### src/imuma_pkg.sv
package imuma_pkg;

  localparam int NUM_CH     = 9;
  localparam int SAMPLE_W   = 16;
  localparam int ITEM_W     = NUM_CH * SAMPLE_W;
  localparam int WINDOW_DEF = 100;
  localparam int CFG_ADDR_W = 2;
  localparam int CFG_DATA_W = 16;

  // Register indexes on the configuration port.
  localparam logic [CFG_ADDR_W-1:0] REG_GYRO_OFS_X = 2'd0;
  localparam logic [CFG_ADDR_W-1:0] REG_GYRO_OFS_Y = 2'd1;
  localparam logic [CFG_ADDR_W-1:0] REG_GYRO_OFS_Z = 2'd2;

  // Channel positions inside one item.
  localparam int CH_GYRO_X = 3;
  localparam int CH_GYRO_Y = 4;
  localparam int CH_GYRO_Z = 5;

  typedef logic signed [SAMPLE_W-1:0] sample_t;
  typedef logic [NUM_CH-1:0][SAMPLE_W-1:0] item_t;

endpackage

### src/imuma_div.sv
module imuma_div #(
  parameter int WINDOW = imuma_pkg::WINDOW_DEF
) (
  input  logic                                    clk,
  input  logic                                    en,
  input  logic signed [$clog2(WINDOW)+16-1:0]     sum_in,
  output imuma_pkg::sample_t                      avg
);

  localparam int SUM_W   = $clog2(WINDOW) + 16;
  localparam int SH      = SUM_W + $clog2(WINDOW);
  localparam int RECIP_W = SUM_W + 2;
  localparam logic [63:0] RECIP64 = ((64'd1 << SH) + 64'(WINDOW) - 64'd1) / 64'(WINDOW);
  localparam logic [RECIP_W-1:0] RECIP = RECIP_W'(RECIP64);

  logic                       neg_a;
  logic [SUM_W-1:0]           mag_a;
  logic                       neg_b;
  logic [SUM_W+RECIP_W-1:0]   prod_b;
  logic [imuma_pkg::SAMPLE_W-1:0] quot;

  // Magnitude times a rounded-up reciprocal gives the exact floor for every
  // magnitude the running sum can reach, so the quotient truncates toward zero.
  always_ff @(posedge clk) begin
    if (en) begin
      neg_a  <= sum_in[SUM_W-1];
      mag_a  <= sum_in[SUM_W-1] ? SUM_W'(-sum_in) : SUM_W'(sum_in);
      neg_b  <= neg_a;
      prod_b <= (SUM_W+RECIP_W)'(mag_a) * (SUM_W+RECIP_W)'(RECIP);
    end
  end

  assign quot = prod_b[SH +: imuma_pkg::SAMPLE_W];
  assign avg  = neg_b ? imuma_pkg::sample_t'(-quot) : imuma_pkg::sample_t'(quot);

endmodule

### config.mk
export PLATFORM = sky130hd
export DESIGN_NAME = imuma_div
export DESIGN_NICKNAME = d
export VERILOG_FILES = /design/src/imuma_pkg.sv /design/src/imuma_div.sv
export SDC_FILE = /design/constraint.sdc
export NUM_CORES = 1
export LEC_CHECK = 0
export BUFFER_PORTS_ARGS = -buffer_cell sky130_fd_sc_hd__clkbuf_2
export CAP_MARGIN = 20
export CELL_PAD_IN_SITES_DETAIL_PLACEMENT = 0
export CELL_PAD_IN_SITES_GLOBAL_PLACEMENT = 1
export CORE_MARGIN = 5
export CORE_UTILIZATION = 50
export DETAILED_ROUTE_END_ITERATION = 8
export GPL_TIMING_DRIVEN = 0
export PLACE_DENSITY = 0.9
export SKIP_LAST_GASP = 1
export SYNTH_ARGS = -nofsm -noshare
export SYNTH_HDL_FRONTEND = slang
export SYNTH_SLANG_ARGS = --single-unit
export TNS_END_PERCENT = 100
### constraint.sdc
create_clock -name clk -period 14.22 [get_ports clk]
set_input_delay 0.711 -clock clk [delete_from_list [all_inputs] [get_ports clk]]
set_output_delay 0.711 -clock clk [all_outputs]
set_load 0.05 [all_outputs]
==> results.md, run 1 <==
* Status: complete, no violations
* Area Overhead vs Synth at 6.247%
* Post-Synth Simple-Gate Area at 6.139%
* DP HPWL at 24.20 mm
* Crit path launch: mag_a[14]$_DFFE_PP_
* CP endpoint kind: flop
* Vias in the first global route at 8615
* Syn Std Cell Area at 11520 um^2
* Fin. max-slew vios at 0
* Max-cap viol count at 0
* Post-CTS Setup Inserts at 0
* R2r endpoint: prod_b[44]$_DFFE_PP_
* Die height at 161.8 um
* Post-CTS Hold Buffers at 0
* Achievable Freq at 0.1326 GHz
* Post-cts resize count at 0
* Layout cell share with drive strength beyond 1 at 4.770%
* Setup-failing EPs final at 0
* Top FF cell, synth: edfxtp_1
* Reg2reg path depth at 21
* Rows at 55
* Clock period minus worst slack at 7541 ps
* RSZ-0062 raised after global routing: false
* Synth Area in XOR/XNOR at 4.259%
* Pre-antenna DRT Iters at 5
* Vias at 7991
* Flops & latches, synth at 41
* Worst path bufs/invs at 6
* FFs w/ async S/R, synth at 0%
* Syn nets at 1608
* Syn_area_per_cell at 10.04 um^2
* Critical path launch point type: flop
* Post-route ant nets at 0
* CORE AREA at 22640 um^2
* H-tree depth at 2
* First-pass GRT wire length at 44.75 mm
* Largest stage delay on the critical path at 610 ps
* Die Footprint at 26170 um^2
* Worst rel slew slack at 30.32%
* Initial antenna violation count at 0
* Required time worst endpoint at 14300 ps
* CTS tree: done
* Synth cell types at 53
* Worst-case clock buffer depth at 2
* TritonCTS Buffers at 5
* Post-Synth Adder-Cell Area at 60.02%
* Worst Skew at 9.164 ps
* # IOs at 41
* Synth warnings at 0
* Clk_lat worst skew at 290 ps
* Initial Util at 50.86%
* CP max-delay cell: fa_1
* DRC viols at 0
* Cell chain of the critical path: inv_1 -> fa_1 -> inv_1 -> ha_1 -> inv_1 -> fa_1 -> inv_1 -> fa_1 -> fa_1 -> fa_1 -> inv_1 -> fa_1 -> inv_1 -> ha_1 -> nand3_1 -> nor4_1 -> nand2_1 -> o21ai_0 -> o21ai_0 -> nor4b_1 -> a2111oi_2
* Worst Path Max Fanout at 8
* Layout net count at 1655
* Final hold violations at 0
* Largest net degree at the start of global routing at 42
* WL final at 27.12 mm
* Routed WL per cell at 18.33 um
* Total negative slack at 0 ps
* CP delay by family, top: adder cells
* Setup crit end: prod_b[44]$_DFFE_PP_
* Slew at the pin closest to its max-slew limit at 1045 ps
* FF-to-FF setup slack at 6680 ps
* Root Buffer: clkbuf_16
* Hold slack final at 454.6 ps
* WP depth at 21
* Starting DRT DRC Count at 522
* Multiplexer share of the synthesized area at 0%
* Compound-gate portion of the synthesized area at 7.942%
* Register area share after synthesis at 10.69%
* RePlAce Congestion at 0.9619
* Hold Crit Class: reg -> reg
* Fin crit share at 53.03%
* Largest family of logic cells by synthesized area: adder cells
* Post-Place Setup Slack at 6728 ps
* Setup WS post-layout at 6679 ps
* CP Data Arrival Time at 7620 ps
* Crit path kind: reg -> reg
* I/O Buffers at 40
* Number of synthesized flops with an enable pin at 41
* Grt ovf at 0
* Clock slew at reported path FFs at 60 ps
* Mapped Cells at 1147
* Via density at 5.399
* # clock sinks at 41
* Die Span X at 161.8 um
* R2r startpoint: mag_a[14]$_DFFE_PP_
* Total Routing Usage GR at 21.72%
* Inserted Diodes at 0
[flip-flops by register name (all words and copies together), names as in the netlist]
name and cells:
neg_a 1, neg_b 1, prod_b 16, mag_a 23
[Yosys cell counts, drive strengths merged, types with 9 or more instances]
cell type / n / area [um^2]
a21o: 13 / 97.59
a21oi: 45 / 225.2
edfxtp: 41 / 1231
nand2: 46 / 172.7
inv: 330 / 1239
fa: 194 / 3884
xnor2: 49 / 429.2
nand3: 9 / 45.04
o31ai: 9 / 67.56
o21ai: 34 / 170.2
ha: 242 / 3028
nor2: 25 / 93.84
[cell families after synthesis]
logic type                 count (synthesis)
adders and majority gates                436
buffers and inverters                    335
AOI/OAI and AO/OA                        142
and+or+nand+nor                          137
xor gates and xnor gates                  56
DFF                                       41
[per-layer routing]
metal | wire length, um | up-vias | GRT usage (%)
met3 | 1986 | 31 | 4.694
met4 | 511 | 0 | 4.152
met1 | 11810 | 3936 | 30.07
met5 | 0 | - | 0
met2 | 12810 | 250 | 35.69
li1 | - | 3774 | -
[final cells by class]
| type | instances | area (um^2) |
|---|---|---|
| fillers | 1964 | 10410 |
| multi-input cells | 771 | 9024 |
| inverters | 330 | 1239 |
| flip-flops and latches | 41 | 1231 |
| well taps | 285 | 356.6 |
| repair buffers | 40 | 200.2 |
| clock buffers | 6 | 128.9 |
| clock inverters | 2 | 33.78 |
| plain buffers | 5 | 22.52 |
[worst min-delay path by stage]
stage | from | end | slack (ps) | depth (start not counted)
3_3_place_gp | neg_a$_DFFE_PP_ | neg_b$_DFFE_PP_ | 420 | 0
5_1_grt | neg_a$_DFFE_PP_ | neg_b$_DFFE_PP_ | 460 | 0
4_1_cts | neg_a$_DFFE_PP_ | neg_b$_DFFE_PP_ | 450 | 0
3_5_place_dp | neg_a$_DFFE_PP_ | neg_b$_DFFE_PP_ | 430 | 0
6_report | neg_a$_DFFE_PP_ | neg_b$_DFFE_PP_ | 450 | 0
2_1_floorplan | neg_a$_DFFE_PP_ | neg_b$_DFFE_PP_ | 400 | 0
[stage by stage]
| step | std cells | area [um^2] | utilization [%] |
|---|---|---|---|
| global placement | 1472 | 12070 | 53.32 |
| CTS | 1480 | 12240 | 54.04 |
| global route | 1480 | 12240 | 54.04 |
| detailed placement | 1472 | 12070 | 53.32 |
| finish | 1480 | 12240 | 54.04 |
| floorplan | 1147 | 11520 | - |
[cell usage in the layout (no fill, tap or decap), drive strengths merged, types with 6 or more instances in the layout]
cell / Yosys / layout
inv: 330 / 330
ha: 242 / 242
fa: 194 / 194
xnor2: 49 / 49
clkbuf: 3 / 49
nand2: 46 / 46
a21oi: 45 / 45
edfxtp: 41 / 41
o21ai: 34 / 34
nor2: 25 / 25
a21o: 13 / 13
nand3: 9 / 9
o31ai: 9 / 9
xor2: 7 / 7
a31oi: 7 / 7
nor3: 7 / 7
or4: 7 / 7
nor4: 6 / 6
o41ai: 6 / 6
[worst reg2reg max path, stage by stage, from the launching register on]
cell	delay, ps
edfxtp_1	600
inv_1	170
fa_1	610
inv_1	80
ha_1	270
inv_1	50
fa_1	530
inv_1	70
fa_1	550
fa_1	540
fa_1	560
inv_1	60
fa_1	550
inv_1	50
ha_1	340
nand3_1	260
nor4_1	610
nand2_1	100
o21ai_0	450
o21ai_0	320
nor4b_1	240
a2111oi_2	320
Power of run 1 is not shown: default switching activity piles up to over one toggle a cycle in this logic, so the estimate is an artifact.
==> run 2: changes to the inputs <==
--- a/config.mk
+++ b/config.mk
@@ -10,10 +10,10 @@
 export CELL_PAD_IN_SITES_DETAIL_PLACEMENT = 0
 export CELL_PAD_IN_SITES_GLOBAL_PLACEMENT = 1
 export CORE_MARGIN = 5
-export CORE_UTILIZATION = 50
+export CORE_UTILIZATION = 47
 export DETAILED_ROUTE_END_ITERATION = 8
 export GPL_TIMING_DRIVEN = 0
-export PLACE_DENSITY = 0.9
+export PLACE_DENSITY = 0.89
 export SKIP_LAST_GASP = 1
 export SYNTH_ARGS = -nofsm -noshare
 export SYNTH_HDL_FRONTEND = slang
==> constraint.sdc (replaced) <==
create_clock -name clk -period 6.3 [get_ports clk]
set_input_delay 0.315 -clock clk [delete_from_list [all_inputs] [get_ports clk]]
set_output_delay 0.315 -clock clk [all_outputs]
set_load 0.05 [all_outputs]
==> results.md, run 2 (synthesized netlist as in run 1, its figures left out) <==
* Status: complete, but fails checks (was complete, no violations)
* Failing checks: setup timing
* Die Span X at 166.5 um (was 161.8 um)
* H-tree depth at 2 (unchanged)
* Root Buffer: clkbuf_16 (unchanged)
* DRC viols at 0 (unchanged)
* Largest net degree at the start of global routing at 42 (unchanged)
* Required time worst endpoint at 6330 ps (was 14300 ps)
* Grt ovf at 0 (unchanged)
* Die Footprint at 27730 um^2 (was 26170 um^2)
* Hold Crit Class: in -> reg (was reg -> reg)
* M1 WL at 12.48 mm (was 11.81 mm)
* Top Metal Used: met4 (unchanged)
* Final std cells w/o fill at 1583 (was 1480)
* Critical path launch point type: flop (unchanged)
* Largest regs: mag_a (23), prod_b (16) (unchanged)
* Filler cells at 2037 (was 1964)
* Cell chain of the critical path: buf_6 -> fa_1 -> inv_2 -> fa_1 -> inv_1 -> fa_2 -> fa_1 -> inv_2 -> fa_2 -> fa_1 -> inv_1 -> fa_1 -> inv_2 -> ha_4 -> nand3_4 -> nor4_4 -> nand3_1 -> o211ai_1 -> buf_4 -> a221o_1 -> a31oi_4 -> xnor2_2 (was inv_1 -> fa_1 -> inv_1 -> ha_1 -> inv_1 -> fa_1 -> inv_1 -> fa_1 -> fa_1 -> fa_1 -> inv_1 -> fa_1 -> inv_1 -> ha_1 -> nand3_1 -> nor4_1 -> nand2_1 -> o21ai_0 -> o21ai_0 -> nor4b_1 -> a2111oi_2)
* Setup WS post-layout at -75.90 ps (was 6679 ps)
* Max-cap viol count at 0 (unchanged)
* RSZ-0062 raised after global routing: true (was false)
* TritonCTS Buffers at 5 (unchanged)
* Starting DRT DRC Count at 565 (was 522)
* Reg2reg path depth at 22 (was 21)
* Inserted Diodes at 0 (unchanged)
* Crit path launch: mag_a[7]$_DFFE_PP_ (was mag_a[14]$_DFFE_PP_)
* Clock period minus worst slack at 6376 ps (was 7541 ps)
* Setup-failing EPs final at 4 (was 0)
* I/O Buffers at 40 (unchanged)
* Largest register FFs at 23 (unchanged)
* Final hold violations at 0 (unchanged)
* # clock sinks at 41 (unchanged)
* First-pass GRT wire length at 47.59 mm (was 44.75 mm)
* Via density at 5.285 (was 5.399)
* Most used cell, CP: fa_1
* Rows at 57 (was 55)
* Area Overhead vs Synth at 17.28% (was 6.247%)
* Worst Path Max Fanout at 5 (was 8)
* Slew at the pin closest to its max-slew limit at 1056 ps (was 1045 ps)
* CP Data Arrival Time at 6410 ps (was 7620 ps)
* DP Cell Count at 1511 (was 1472)
* Achievable Freq at 0.1568 GHz (was 0.1326 GHz)
* Min-Delay Path Depth at 1 (was 0)
* Clk_lat worst skew at 290 ps (about the same)
* WL final at 29.58 mm (was 27.12 mm)
* Post-CTS Hold Buffers at 0 (unchanged)
* Crit path kind: reg -> reg (unchanged)
* Worst-case clock buffer depth at 2 (unchanged)
* Pre-antenna DRT Iters at 5 (unchanged)
* Met2 WL at 14.18 mm (was 12.81 mm)
* # IOs at 41 (unchanged)
* Worst rel slew slack at 29.59% (was 30.32%)
* Worst Skew at 5.119 ps (was 9.164 ps)
* CORE AREA at 24250 um^2 (was 22640 um^2)
* Worst min-delay path startpoint: sum_in[0] (was neg_a$_DFFE_PP_)
* Vias in the first global route at 8912 (was 8615)
* Fin. max-slew vios at 0 (unchanged)
* Clock slew at reported path FFs at 60 ps (about the same)
* Post-Place Setup Slack at -986.3 ps (was 6728 ps)
* Commonest non-fill, non-tap cell in the layout: inv_1 (unchanged)
* RePlAce Congestion at 0.9251 (was 0.9619)
* Die height at 166.5 um (was 161.8 um)
* Initial Util at 47.49% (was 50.86%)
* Vias at 8366 (was 7991)
* CP max-delay cell: edfxtp_1 (was fa_1)
* Top reg by flops: mag_a (unchanged)
* Initial antenna violation count at 0 (unchanged)
* Post-route ant nets at 0 (unchanged)
* Fin crit share at 101.2% (was 53.03%)
* Routed WL per cell at 18.68 um (was 18.33 um)
* Largest stage delay on the critical path at 530 ps (was 610 ps)
* CTS tree: done (unchanged)
* Commonest non-fill, non-tap cells in the layout: inv_1 (313), ha_1 (213), fa_1 (180), buf_4 (57), xnor2_1 (45) (was inv_1 (330), ha_1 (242), fa_1 (194), xnor2_1 (49), nand2_1 (46))
* Wire length on met3 at 1.876 mm (was 1.986 mm)
* Total Routing Usage GR at 21.38% (was 21.72%)
* R2r startpoint: mag_a[7]$_DFFE_PP_ (was mag_a[14]$_DFFE_PP_)
* DP HPWL at 24.22 mm (was 24.20 mm)
* Layout net count at 1719 (was 1655)
* CP endpoint kind: flop (unchanged)
* Layout cell share with drive strength beyond 1 at 18.35% (was 4.770%)
==> run 2: changes by cell type in the layout (fill, tap and decap cells not counted), sizes merged <==
cell  change
buf      +64
==> run 2: path summary, 6_finish.rpt <==
kind | endpoint | slack [ps]
worst max-delay path | prod_b[43]$_DFFE_PP_ | -80
worst min-delay path | mag_a[0]$_DFFE_PP_ | 260
worst min register to register | neg_b$_DFFE_PP_ | 430
worst max register to register | prod_b[43]$_DFFE_PP_ | -80
==> run 2: through the flow <==
| step | setup TNS, ps | util, % | hold slack (ps) | cell area (um^2) |
|---|---|---|---|---|
| CTS | -56.77 | 53.37 | 261.0 | 12940 |
| detailed placement | -12570 | 50.02 | 407.7 | 12130 |
| floorplan | 0 | - | 400.3 | 11520 |
| finish | -147.4 | 55.70 | 262.4 | 13510 |
| global route | -1730 | 55.70 | 260.7 | 13510 |
| global placement | -12240 | 50.02 | 418.2 | 12130 |
==> run 2: timing repair <==
item,CTS,global route
gates resized for setup,71,84
pin swaps,36,58
endpoints found under the setup margin,16,16
setup buffers,40,26
==> run 2: routing by layer <==
metal  vias to the layer above  global-route usage (%)
li1                       3910                       -
met3                        66                   3.769
met2                       288                   35.44
met5                         -                       0
met4                         0                   5.977
met1                      4102                   29.08
==> run 2: layout make-up <==
type	instances	area [um^2]	area share, %
inverters	330	1239	9.172
clock buffers	6	128.9	0.9542
flip-flops and latches	41	1231	9.116
well taps	324	405.4	3.002
multi-input cells	771	9729	72.04
repair buffers	104	710.7	5.262
plain buffers	5	22.52	0.1668
clock inverters	2	38.79	0.2872
==> run 2: worst max-delay path: cells and delay by family (launching register included) <==
family / cells / cell delay, ps
simple gates: 3 / 470
fa+ha+maj: 8 / 3670
flops: 1 / 530
buf+inv: 7 / 670
xor+xnor: 1 / 170
compound gates: 3 / 600
Power of run 2 is left out for the same reason.
==> run 3: changes to the inputs <==
--- a/config.mk
+++ b/config.mk
@@ -8,12 +8,13 @@
 export BUFFER_PORTS_ARGS = -buffer_cell sky130_fd_sc_hd__clkbuf_2
 export CAP_MARGIN = 20
 export CELL_PAD_IN_SITES_DETAIL_PLACEMENT = 0
-export CELL_PAD_IN_SITES_GLOBAL_PLACEMENT = 1
+export CELL_PAD_IN_SITES_GLOBAL_PLACEMENT = 2
 export CORE_MARGIN = 5
-export CORE_UTILIZATION = 47
+export CORE_UTILIZATION = 43
+export CTS_BUF_LIST = sky130_fd_sc_hd__clkbuf_8 sky130_fd_sc_hd__clkbuf_16
 export DETAILED_ROUTE_END_ITERATION = 8
 export GPL_TIMING_DRIVEN = 0
-export PLACE_DENSITY = 0.89
+export PLACE_DENSITY = 0.92
 export SKIP_LAST_GASP = 1
 export SYNTH_ARGS = -nofsm -noshare
 export SYNTH_HDL_FRONTEND = slang
==> constraint.sdc (replaced) <==
create_clock -name clk -period 6.5 [get_ports clk]
set_input_delay 0.325 -clock clk [delete_from_list [all_inputs] [get_ports clk]]
set_output_delay 0.325 -clock clk [all_outputs]
set_load 0.05 [all_outputs]
==> results.md, run 3 (synthesized netlist as in run 1, its figures left out) <==
* Die Footprint at 30150 um^2 (was 27730 um^2)
* Top reg by flops: mag_a (unchanged)
* # IOs at 41 (unchanged)
* Hold Crit Class: in -> reg (unchanged)
* Status: complete, no violations (was complete, but fails checks)
* # clock sinks at 41 (unchanged)
* Multi-input gate area at 9430 um^2 (was 9729 um^2)
* Pre-antenna DRT Iters at 5 (unchanged)
* Commonest non-fill, non-tap cell in the layout: inv_1 (unchanged)
* Clock period minus worst slack at 6296 ps (was 6376 ps)
* Die Span X at 173.7 um (was 166.5 um)
* Worst Skew at 6.591 ps (was 5.119 ps)
* R2r endpoint: prod_b[44]$_DFFE_PP_ (was prod_b[43]$_DFFE_PP_)
* Clock slew at reported path FFs at 60 ps (about the same)
* Fin crit share at 96.86% (was 101.2%)
* Setup WS post-layout at 204.1 ps (was -75.90 ps)
* Inserted Diodes at 0 (unchanged)
* FF-to-FF setup slack at 200 ps (was -80 ps)
* Worst min-delay path startpoint: sum_in[0] (unchanged)
* First-pass GRT wire length at 46.19 mm (was 47.59 mm)
* Worst-case clock buffer depth at 2 (unchanged)
* Slew at the pin closest to its max-slew limit at 1053 ps (was 1056 ps)
* Grt ovf at 0 (unchanged)
* Total negative slack at 0 ps (was -147.4 ps)
* Commonest non-fill, non-tap cells in the layout: inv_1 (318), ha_1 (220), fa_1 (186), buf_4 (50), xnor2_1 (49) (was inv_1 (313), ha_1 (213), fa_1 (180), buf_4 (57), xnor2_1 (45))
* Initial Util at 43.21% (was 47.49%)
* DRC viols at 0 (unchanged)
* Total Routing Usage GR at 19.54% (was 21.38%)
* R2r startpoint: mag_a[10]$_DFFE_PP_ (was mag_a[7]$_DFFE_PP_)
* I/O Buffers at 40 (unchanged)
* Largest net degree at the start of global routing at 42 (unchanged)
* Max-cap viol count at 0 (unchanged)
* Worst Path Max Fanout at 7 (was 5)
* Largest regs: mag_a (23), prod_b (16) (unchanged)
* CORE AREA at 26650 um^2 (was 24250 um^2)
* RePlAce Congestion at 0.8677 (was 0.9251)
* Crit path launch: mag_a[10]$_DFFE_PP_ (was mag_a[7]$_DFFE_PP_)
* H-tree depth at 2 (unchanged)
* Vias in the first global route at 8467 (was 8912)
* Layout cell share with drive strength beyond 1 at 14.32% (was 18.35%)
* Via density at 5.070 (was 5.285)
* Layout net count at 1710 (was 1719)
* Final hold violations at 0 (unchanged)
* Setup-failing EPs final at 0 (was 4)
* Initial antenna violation count at 0 (unchanged)
* Vias at 8067 (was 8366)
* Starting DRT DRC Count at 417 (was 565)
* Clk_lat worst skew at 300 ps (was 290 ps)
* Fin. max-slew vios at 0 (unchanged)
* WL final at 28.97 mm (was 29.58 mm)
* TritonCTS Buffers at 5 (unchanged)
* FF+latch area at 1231 um^2 (unchanged)
* Largest register FFs at 23 (unchanged)
* CP endpoint kind: flop (unchanged)
* Hold Path Sink: mag_a[0]$_DFFE_PP_ (unchanged)
* DP HPWL at 24.99 mm (was 24.22 mm)
* Critical path launch point type: flop (unchanged)
* Root Buffer: clkbuf_16 (unchanged)
* Post-route ant nets at 0 (unchanged)
* Min-Delay Path Depth at 1 (unchanged)
* CTS tree: done (unchanged)
* Rows at 60 (was 57)
* Required time worst endpoint at 6600 ps (was 6330 ps)
* Post-route core utilization at 49.36% (was 55.70%)
* Crit path kind: reg -> reg (unchanged)
* Reg2reg path depth at 18 (was 22)
* Routed WL per cell at 18.21 um (was 18.68 um)
* Post-CTS Hold Buffers at 0 (unchanged)
* Die height at 173.7 um (was 166.5 um)
* Filler cells at 2416 (was 2037)
* Area Overhead vs Synth at 14.22% (was 17.28%)
* Worst rel slew slack at 29.81% (was 29.59%)
* CP Data Arrival Time at 6390 ps (was 6410 ps)
* Achievable Freq at 0.1588 GHz (was 0.1568 GHz)
* Post-Place Setup Slack at -975.8 ps (was -986.3 ps)
## run 3: cell type report
type                    count  area share [%]
inverters                 330           9.417
multi-input cells         771           71.69
flip-flops and latches     41           9.360
clock buffers               5          0.9512
plain buffers               5          0.1712
repair buffers             95           4.832
clock inverters             3          0.3329
well taps                 341           3.244
## run 3: worst max-delay path by stage
stage	end	slack (ps)	depth (start not counted)
5_1_grt	prod_b[44]$_DFFE_PP_	-50	21
4_1_cts	prod_b[44]$_DFFE_PP_	-8	20
6_report	prod_b[44]$_DFFE_PP_	200	18
2_1_floorplan	prod_b[38]$_DFFE_PP_	130	21
3_5_place_dp	prod_b[44]$_DFFE_PP_	-980	21
3_3_place_gp	prod_b[44]$_DFFE_PP_	-920	21
## run 3: worst max-delay path, stage by stage, from the launching register on
cell,delay [ps]
edfxtp_1,530
ha_2,500
inv_1,80
fa_1,520
inv_1,60
fa_1,520
fa_2,490
fa_1,530
fa_1,530
fa_1,550
ha_4,340
nand3_4,130
nor4_4,290
buf_4,160
nand4_1,120
nand3_2,170
o21ai_4,90
nor4b_2,170
a2111oi_2,320
## run 3: metal layers
metal | wire, um | up-vias | track usage (%)
met5 | 0 | - | 0
met4 | 681 | 0 | 4.223
met3 | 1493 | 36 | 3.272
met2 | 13640 | 177 | 32.16
met1 | 13150 | 3962 | 27.34
li1 | - | 3892 | -
## run 3: timing repair
item / 4_1_cts / 5_1_grt
buffers inserted: 25 / 30
setup endpoints to repair: 16 / 16
pin swaps: 12 / 42
endpoints found under the hold margin: 0 / 0
gates resized for setup: 26 / 74
## run 3: metrics by stage
| step | std cells | hold WS [ps] | area, um^2 |
|---|---|---|---|
| floorplan | 1147 | 400.3 | 11520 |
| global placement | 1528 | 417.5 | 12140 |
| detailed placement | 1528 | 412.7 | 12140 |
| CTS | 1561 | 255.1 | 12620 |
| global route | 1591 | 263.4 | 13150 |
| finish | 1591 | 260.7 | 13150 |
Power of run 3 is left out for the same reason.
